<file path="config.mk">
export PLATFORM = sky130hd
export DESIGN_NAME = circular_deque_insert_dump_core
export DESIGN_NICKNAME = d
export VERILOG_FILES = /design/src/design/cdid_pkg.sv /design/src/design/circular_deque_insert_dump_core.sv /design/src/design/cdid_front.sv /design/src/design/cdid_back.sv
export SDC_FILE = /design/constraint.sdc
export NUM_CORES = 1
export LEC_CHECK = 0
export BUFFER_PORTS_ARGS = -buffer_cell sky130_fd_sc_hd__buf_2
export CORE_MARGIN = 2
export CORE_UTILIZATION = 66
export CTS_BUF_LIST = sky130_fd_sc_hd__clkbuf_8
export CTS_CLUSTER_DIAMETER = 50
export DETAILED_ROUTE_END_ITERATION = 10
export GPL_TIMING_DRIVEN = 0
export PLACE_DENSITY_LB_ADDON = 0.08
export SETUP_SLACK_MARGIN = 0.1
export SLEW_MARGIN = 10
export SYNTH_ARGS = -nofsm -noshare
export SYNTH_HDL_FRONTEND = slang
export SYNTH_SLANG_ARGS = --single-unit
export TNS_END_PERCENT = 100
</file>
<file path="constraint.sdc">
create_clock -name clk -period 14.1 [get_ports clk]
set_input_delay 1.41 -clock clk [delete_from_list [all_inputs] [get_ports clk]]
set_output_delay 1.41 -clock clk [all_outputs]
set_load 0.05 [all_outputs]
</file>
<file path="src/design/cdid_pkg.sv">
package cdid_pkg;

    localparam int WORD_W = 32;

    typedef enum logic [1:0] {
        OP_PUSH_BACK  = 2'd0,
        OP_PUSH_FRONT = 2'd1,
        OP_CLEAR      = 2'd2,
        OP_DUMP       = 2'd3
    } op_t;

    localparam logic [1:0] ST_OK    = 2'd0;
    localparam logic [1:0] ST_FULL  = 2'd1;
    localparam logic [1:0] ST_EMPTY = 2'd2;

    // decoded request as it sits in the queue
    typedef struct packed {
        logic                     is_push;
        logic                     push_front;
        logic                     is_clear;
        logic                     is_dump;
        logic signed [WORD_W-1:0] value;
    } cmd_t;

    // head of the request queue as seen by the execution side
    typedef struct packed {
        logic valid;
        cmd_t cmd;
    } qhead_t;

endpackage

</file>
<file path="src/design/circular_deque_insert_dump_core.sv">
// circular deque of DEPTH signed 32-bit words with push back, push front,
// clear and dump requests
// request channel: req_valid/req_ready carry operation and value; requests
// go into a two-entry queue, so req_ready drops only when that queue is full
// response channel: rsp_valid/rsp_ready carry status, data_valid, element
// and last; every request gives at least one response, the final one with
// last set
// push and clear give one response, loaded into the response register when
// popped from the request queue; back to back they complete one per cycle
// while rsp_ready stays high; a dump of a nonempty ring walks from head to
// tail, each element through S_READ (the registered ring read) and S_EMIT
// (loading the response register)
// a dump of an empty ring gives one response with empty status
// a stalled rsp_ready holds the response register; the execution side waits
// and the request queue keeps taking requests until it fills
// reset empties the request queue and the ring (head, tail at 0); the ring
// words themselves are not cleared
module circular_deque_insert_dump_core #(
    parameter int DEPTH = 8
) (
    input  logic                clk,
    input  logic                rst_n,
    input  logic                req_valid,
    output logic                req_ready,
    input  logic [1:0]          operation,
    input  logic signed [31:0]  value,
    output logic                rsp_valid,
    input  logic                rsp_ready,
    output logic [1:0]          status,
    output logic                data_valid,
    output logic signed [31:0]  element,
    output logic                last
);
    import cdid_pkg::*;

    qhead_t q_head;
    logic   q_pop;

    cdid_front u_front (
        .clk       (clk),
        .rst_n     (rst_n),
        .req_valid (req_valid),
        .req_ready (req_ready),
        .operation (operation),
        .value     (value),
        .q_head    (q_head),
        .q_pop     (q_pop)
    );

    cdid_back #(
        .DEPTH (DEPTH)
    ) u_back (
        .clk        (clk),
        .rst_n      (rst_n),
        .q_head     (q_head),
        .q_pop      (q_pop),
        .rsp_valid  (rsp_valid),
        .rsp_ready  (rsp_ready),
        .status     (status),
        .data_valid (data_valid),
        .element    (element),
        .last       (last)
    );

`ifndef NO_ASSERTIONS
    // execution side only takes a request that is there
    a_pop_has_entry: assert property (@(posedge clk) disable iff (!rst_n)
        q_pop |-> q_head.valid)
        else $error("request queue popped while empty");

    // dumped words always carry ok status
    a_data_ok: assert property (@(posedge clk) disable iff (!rst_n)
        (rsp_valid && data_valid) |-> (status == ST_OK))
        else $error("dump element with non-ok status");

    // single-response requests always close with last
    a_single_last: assert property (@(posedge clk) disable iff (!rst_n)
        (rsp_valid && !data_valid) |-> last)
        else $error("status response without last");

    // a popped push or clear always produces a response
    a_pop_progress: assert property (@(posedge clk) disable iff (!rst_n)
        (q_pop && !q_head.cmd.is_dump) |=> rsp_valid)
        else $error("push or clear gave no response");
`endif

endmodule

</file>
<file path="src/design/cdid_front.sv">
module cdid_front (
    input  logic                          clk,
    input  logic                          rst_n,
    input  logic                          req_valid,
    output logic                          req_ready,
    input  logic [1:0]                    operation,
    input  logic signed [31:0]            value,
    output cdid_pkg::qhead_t              q_head,
    input  logic                          q_pop
);
    import cdid_pkg::*;

    localparam int QD = 2;

    cmd_t       entry_reg [QD];
    logic       wr_ptr_reg, wr_ptr_next;
    logic       rd_ptr_reg, rd_ptr_next;
    logic [1:0] count_reg, count_next;
    cmd_t       dec;
    logic       do_push;
    logic       do_pop;

    always_comb
    begin
        dec = '0;
        dec.value = value;
        unique case (op_t'(operation))
            OP_PUSH_BACK:  dec.is_push = 1'b1;
            OP_PUSH_FRONT:
            begin
                dec.is_push    = 1'b1;
                dec.push_front = 1'b1;
            end
            OP_CLEAR:      dec.is_clear = 1'b1;
            OP_DUMP:       dec.is_dump = 1'b1;
            default:       dec.is_dump = 1'b1;
        endcase
    end

    assign req_ready    = (count_reg != 2'(QD));
    assign do_push      = req_valid && req_ready;
    assign do_pop       = q_pop && (count_reg != 2'd0);
    assign q_head.valid = (count_reg != 2'd0);
    assign q_head.cmd   = entry_reg[rd_ptr_reg];

    always_comb
    begin
        wr_ptr_next = wr_ptr_reg;
        rd_ptr_next = rd_ptr_reg;
        count_next  = count_reg;
        if (do_push)
        begin
            wr_ptr_next = ~wr_ptr_reg;
        end
        if (do_pop)
        begin
            rd_ptr_next = ~rd_ptr_reg;
        end
        if (do_push && !do_pop)
        begin
            count_next = count_reg + 2'd1;
        end
        else if (!do_push && do_pop)
        begin
            count_next = count_reg - 2'd1;
        end
    end

    always_ff @(posedge clk or negedge rst_n)
    begin
        if (!rst_n)
        begin
            wr_ptr_reg <= 1'b0;
            rd_ptr_reg <= 1'b0;
            count_reg  <= 2'd0;
        end
        else
        begin
            wr_ptr_reg <= wr_ptr_next;
            rd_ptr_reg <= rd_ptr_next;
            count_reg  <= count_next;
        end
    end

    always_ff @(posedge clk)
    begin
        if (do_push)
        begin
            entry_reg[wr_ptr_reg] <= dec;
        end
    end

endmodule

</file>
<file path="src/design/cdid_back.sv">
module cdid_back #(
    parameter int DEPTH = 8
) (
    input  logic                 clk,
    input  logic                 rst_n,
    input  cdid_pkg::qhead_t     q_head,
    output logic                 q_pop,
    output logic                 rsp_valid,
    input  logic                 rsp_ready,
    output logic [1:0]           status,
    output logic                 data_valid,
    output logic signed [31:0]   element,
    output logic                 last
);
    import cdid_pkg::*;

    localparam int PTR_W = $clog2(DEPTH);
    localparam logic [PTR_W-1:0] LAST_IDX = PTR_W'(DEPTH - 1);

    typedef enum logic [2:0] {
        S_IDLE = 3'b001,
        S_READ = 3'b010,
        S_EMIT = 3'b100
    } state_t;

    function automatic logic [PTR_W-1:0] step_up(input logic [PTR_W-1:0] i);
        return (i >= LAST_IDX) ? '0 : i + PTR_W'(1);
    endfunction

    function automatic logic [PTR_W-1:0] step_down(input logic [PTR_W-1:0] i);
        return (i == '0) ? LAST_IDX : i - PTR_W'(1);
    endfunction

    logic signed [WORD_W-1:0] ring_mem [DEPTH];
    logic signed [WORD_W-1:0] rd_data_reg;

    state_t             state_reg, state_next;
    logic [PTR_W-1:0]   head_reg, head_next;
    logic [PTR_W-1:0]   tail_reg, tail_next;
    logic               empty_reg, empty_next;
    logic [PTR_W-1:0]   walk_reg, walk_next;
    logic [PTR_W-1:0]   cnt_reg, cnt_next;

    logic               rsp_valid_reg, rsp_valid_next;
    logic [1:0]         status_reg, status_next;
    logic               dv_reg, dv_next;
    logic signed [WORD_W-1:0] elem_reg, elem_next;
    logic               last_reg, last_next;

    logic               we;
    logic [PTR_W-1:0]   wr_addr;
    logic               out_free;
    logic               full;
    logic               fin;

    assign out_free = !rsp_valid_reg || rsp_ready;
    assign full     = !empty_reg && (step_up(tail_reg) == head_reg);
    assign fin      = (walk_reg == tail_reg) || (cnt_reg == LAST_IDX);

    always_comb
    begin
        state_next     = state_reg;
        head_next      = head_reg;
        tail_next      = tail_reg;
        empty_next     = empty_reg;
        walk_next      = walk_reg;
        cnt_next       = cnt_reg;
        rsp_valid_next = rsp_valid_reg;
        status_next    = status_reg;
        dv_next        = dv_reg;
        elem_next      = elem_reg;
        last_next      = last_reg;
        q_pop          = 1'b0;
        we             = 1'b0;
        wr_addr        = '0;

        if (rsp_valid_reg && rsp_ready)
        begin
            rsp_valid_next = 1'b0;
        end

        unique case (state_reg)
            S_IDLE:
            begin
                if (q_head.valid && out_free)
                begin
                    q_pop          = 1'b1;
                    rsp_valid_next = 1'b1;
                    status_next    = ST_OK;
                    dv_next        = 1'b0;
                    elem_next      = '0;
                    last_next      = 1'b1;
                    if (q_head.cmd.is_push)
                    begin
                        if (full)
                        begin
                            status_next = ST_FULL;
                        end
                        else if (empty_reg)
                        begin
                            head_next  = '0;
                            tail_next  = '0;
                            empty_next = 1'b0;
                            we         = 1'b1;
                            wr_addr    = '0;
                        end
                        else if (!q_head.cmd.push_front)
                        begin
                            tail_next = step_up(tail_reg);
                            we        = 1'b1;
                            wr_addr   = step_up(tail_reg);
                        end
                        else
                        begin
                            head_next = step_down(head_reg);
                            we        = 1'b1;
                            wr_addr   = step_down(head_reg);
                        end
                    end
                    else if (q_head.cmd.is_clear)
                    begin
                        empty_next = 1'b1;
                        head_next  = '0;
                        tail_next  = '0;
                    end
                    else if (empty_reg)
                    begin
                        status_next = ST_EMPTY;
                    end
                    else
                    begin
                        // nonempty dump: walk from head, one element per visit
                        rsp_valid_next = 1'b0;
                        walk_next      = head_reg;
                        cnt_next       = '0;
                        state_next     = S_READ;
                    end
                end
            end
            S_READ:
            begin
                state_next = S_EMIT;
            end
            S_EMIT:
            begin
                if (out_free)
                begin
                    rsp_valid_next = 1'b1;
                    status_next    = ST_OK;
                    dv_next        = 1'b1;
                    elem_next      = rd_data_reg;
                    last_next      = fin;
                    if (fin)
                    begin
                        state_next = S_IDLE;
                    end
                    else
                    begin
                        walk_next  = step_up(walk_reg);
                        cnt_next   = cnt_reg + PTR_W'(1);
                        state_next = S_READ;
                    end
                end
            end
            default:
            begin
                state_next = S_IDLE;
            end
        endcase
    end

    always_ff @(posedge clk or negedge rst_n)
    begin
        if (!rst_n)
        begin
            state_reg     <= S_IDLE;
            head_reg      <= '0;
            tail_reg      <= '0;
            empty_reg     <= 1'b1;
            walk_reg      <= '0;
            cnt_reg       <= '0;
            rsp_valid_reg <= 1'b0;
        end
        else
        begin
            state_reg     <= state_next;
            head_reg      <= head_next;
            tail_reg      <= tail_next;
            empty_reg     <= empty_next;
            walk_reg      <= walk_next;
            cnt_reg       <= cnt_next;
            rsp_valid_reg <= rsp_valid_next;
        end
    end

    always_ff @(posedge clk)
    begin
        status_reg <= status_next;
        dv_reg     <= dv_next;
        elem_reg   <= elem_next;
        last_reg   <= last_next;
    end

    always_ff @(posedge clk)
    begin
        if (we)
        begin
            ring_mem[wr_addr] <= q_head.cmd.value;
        end
        rd_data_reg <= ring_mem[walk_reg];
    end

    assign rsp_valid  = rsp_valid_reg;
    assign status     = status_reg;
    assign data_valid = dv_reg;
    assign element    = elem_reg;
    assign last       = last_reg;

endmodule
</file>
==> results.md <==
- Run status: complete, no violations
- Most common library cell in the layout ignoring fill and taps: edfxtp_1
- CTS sink count: 415
- Library cells used by synthesis: 50
- Num CTS Buffers: 61
- Peak supply drop: 163 µV
- Share of cells above drive strength 1: 35.3%
- Relative contribution of sequential cells to total power: 47.3%
- Number of flops mapped to enable cells by yosys: 362
- DRT Pass-1 Iters: 4
- Highest Clock Rate: 0.247 GHz
- Diodes inserted: 0
- Net switching power figure: 1.22 mW
- Crit path launch type: primary input
- Mapped Avg Cell Area: 20.7 µm²
- Async set or reset register ratio after synthesis: 5.06%
- Hold-critical path depth: 1
- Global-route congestion overflow total: 0
- Maximum number of pins on one net before global-route repair: 24
- Worst Tran Pin Value: just under 1000 ps
- Max reg flops: 256
- Drc violations: 0
- Sw Share: about a third
- Most repeated library cell on the critical path: buf_6
- Synth warn: 0
- Combinational group share of total power: 30.0%
- Relative max-transition margin: 34.3%
- CP arrival: 4350 ps
- Clock Skew: roughly 22 ps
- Part of the Yosys area used for sequential elements: around 78%
- Final cycle utilization of the critical path: 28.7%
- Die Outline Area: 0.0248 mm²
- Average routed wire per standard cell: between 20 and 25 µm
- Largest fanout of any net on the critical path: 8
- Layout-stage area growth over the synthesis result: 14.6%
- Required time of the critical path: 14400 ps
- R2r setup slk: 10250 ps
- Worst R2R End: u_back.ring_mem[4][17]
- Total of buffers placed on input and output ports: 75
- Slowest cell on the critical path: nor3b_2
- Cell Area, Synth: 0.0155 mm²
- Final setup violation count: 0
- Placed Instances: roughly 1200
- PostCTS Resize Cnt: 0
- Max-cap violations: 0
- Synthesized Nets: 796
- TritonCTS clock tree: done
- Initial detailed-routing violation count: between 600 and 700
- Cells after synthesis: 749
- RSZ-0062 raised after global routing: no
- Cts-stage hold buffer count: 0
- Total chip power: ~3.8 mW
- Commonest cells after routing, fill and taps aside: edfxtp_1 (362), buf_2 (81), mux2_2 (68)
- CTS root buffer: clkbuf_8
- Wire length after detailed routing: about 29 mm
- Hold path endpoint: u_back.element[6]
- Final Max Tran Viols: 0
- Cell Rows: 56
- Reg2Reg Launch Point: u_back.tail_reg[0]
- Final period demand of the worst path: 4050 ps
- Classification of the worst setup path: primary input to flip-flop
- Total GRT Usage: between 20% and 30%
- RePlAce Congestion: roughly 0.85
- CTS H-tree lvls: 2
- Startpoint of the tightest hold check path: u_back.rd_data_reg[6]
- Predominant post-synthesis flop cell: edfxtp_1
- Clock power share: between 20 and 25%
- Cell Int Power: around 2.6 mW
- Flip-flop and latch count after synthesis: 415
- First-pass GRT wire length: 43.7 mm
- Largest stage delay, worst path: a little over 700 ps
- Critical path, cell by cell: buf_2, nor2b_1, or4_1, buf_2, a211oi_1, nand2_1, nor3b_2, buf_6, buf_6, buf_6
- Power density relative to cell area: ~210 mW/mm²
- Worst-path clk slew: around 60 ps
- Count of pins on the block boundary: 76
- Antenna-violating nets left: 0
- Layout Cells excl Fill: between 1000 and 1500
- Post-CTS Repair Setup Buffers: 0
- Antenna violations before repair: 0
- Post-synth top area share: a little over two thirds
- Area of the placeable core: 0.0233 mm²
- Horizontal die dimension: roughly 160 µm
- Cell types with the largest area share after synthesis: edfxtp_1 (70%), mux4_2 (9.3%), mux2_2 (4.9%), dfxtp_1 (4.1%), dfrtp_1 (3.1%)
- Clock latency of the later-clocked register in the worst-skew pair: 600 ps
- Number of nets in the final layout: 958
- Vias per cell: 5.87
- Critical Path Sink Type: flip-flop
- Number of buffers on the longest clock path: 3
- Overall via count from detail_route: approximately 7500
- Via count of the first global-routing pass: 8060
- Initial Utilization: 66.7%
- Number of hold violations in the final report: 0
- Post-detailed-placement half-perimeter wirelength: approximately 19 mm
- Worst hold path type: flip-flop to flip-flop
- Sum Neg Setup Slack: 0 ps
- Largest area contributor in the netlist: edfxtp_1
- Die extent in y: about 160 µm
- Leakage power summed over all cells: 6.17 nW
- Reg2Reg Depth: 10
==> synth_stat cells, drive strengths merged (9+ instances only) <==
cell type,count
edfxtp,362
mux2,71
mux4,64
and2,33
dfxtp,32
clkbuf,20
nor2,20
dfrtp,19
nand2,15
inv,14
buf,9
ha,9
==> layer usage <==
metal | part of all wire [%] | up-vias | GRT usage (%)
li1 | - | 3323 | -
met1 | 41 | 3874 | 32.8
met2 | 51 | 277 | 40.9
met3 | 5.5 | 45 | 4.21
met4 | 2.0 | 0 | 8.05
met5 | 0 | - | 0
==> worst max-delay path by stage <==
stage	start	end	slack [ps]	depth (start not counted)
3_5_place_dp	rsp_ready	u_back.ring_mem[4][17]	9510	10
6_report	rsp_ready	u_back.ring_mem[4][17]	10050	10
4_1_cts	rsp_ready	u_back.ring_mem[4][14]	10110	10
5_1_grt	rsp_ready	u_back.ring_mem[4][14]	9920	10
3_3_place_gp	rsp_ready	u_back.ring_mem[4][17]	6020	7
2_1_floorplan	rsp_ready	u_back.ring_mem[4][0]	8630	6
==> cell families (layout without fill, tap and decap cells) <==
logic type,Yosys count,after routing,synth area share [%]
AOI/OAI and AO/OA,36,36,1.90
DFF,415,415,77.5
muxes,138,138,14.7
and+or+nand+nor,98,98,3.43
buffers and inverters,43,256,1.14
xor gates and xnor gates,10,10,0.564
adders and majority gates,9,9,0.725
==> area by class of cell <==
cell class                 instances  area (µm²)
sequential                       415       12000
fill                            1324        5470
multi-input combinational        291        3380
clock buffer                      67         922
timing repair buffer              99         676
tap                              319         399
clock inverter                    47         201
buffer                            29         124
inverter                          14        52.6
==> metrics by stage <==
| step | setup slack (ps) | instance area, µm² | utilization [%] | hold slack (ps) |
|---|---|---|---|---|
| floorplan | 8630 | 15500 | - | 461 |
| global placement | 6020 | 16300 | 70.1 | 475 |
| detailed placement | 9510 | 16700 | 71.6 | 489 |
| CTS | 10110 | 17800 | 76.5 | 501 |
| global route | 9920 | 17800 | 76.5 | 510 |
| finish | 10050 | 17800 | 76.5 | 502 |
==> critical path: cells and delay by family <==
family / cells / cell delay (ps)
buf+inv: 5 / 860
simple gates: 4 / 1680
compound gates: 1 / 390
==> power groups by stage <==
stage | combinational (mW) | clock, mW | sequential (mW)
floorplan | 0.650 | 0 | 1.97
global placement | 1.05 | 0 | 1.84
detailed placement | 1.15 | 0 | 1.83
CTS | 1.16 | 0.883 | 1.80
global route | 1.23 | 0.933 | 1.82
finish | 1.15 | 0.866 | 1.80
Power figures use the tool's default switching activity.
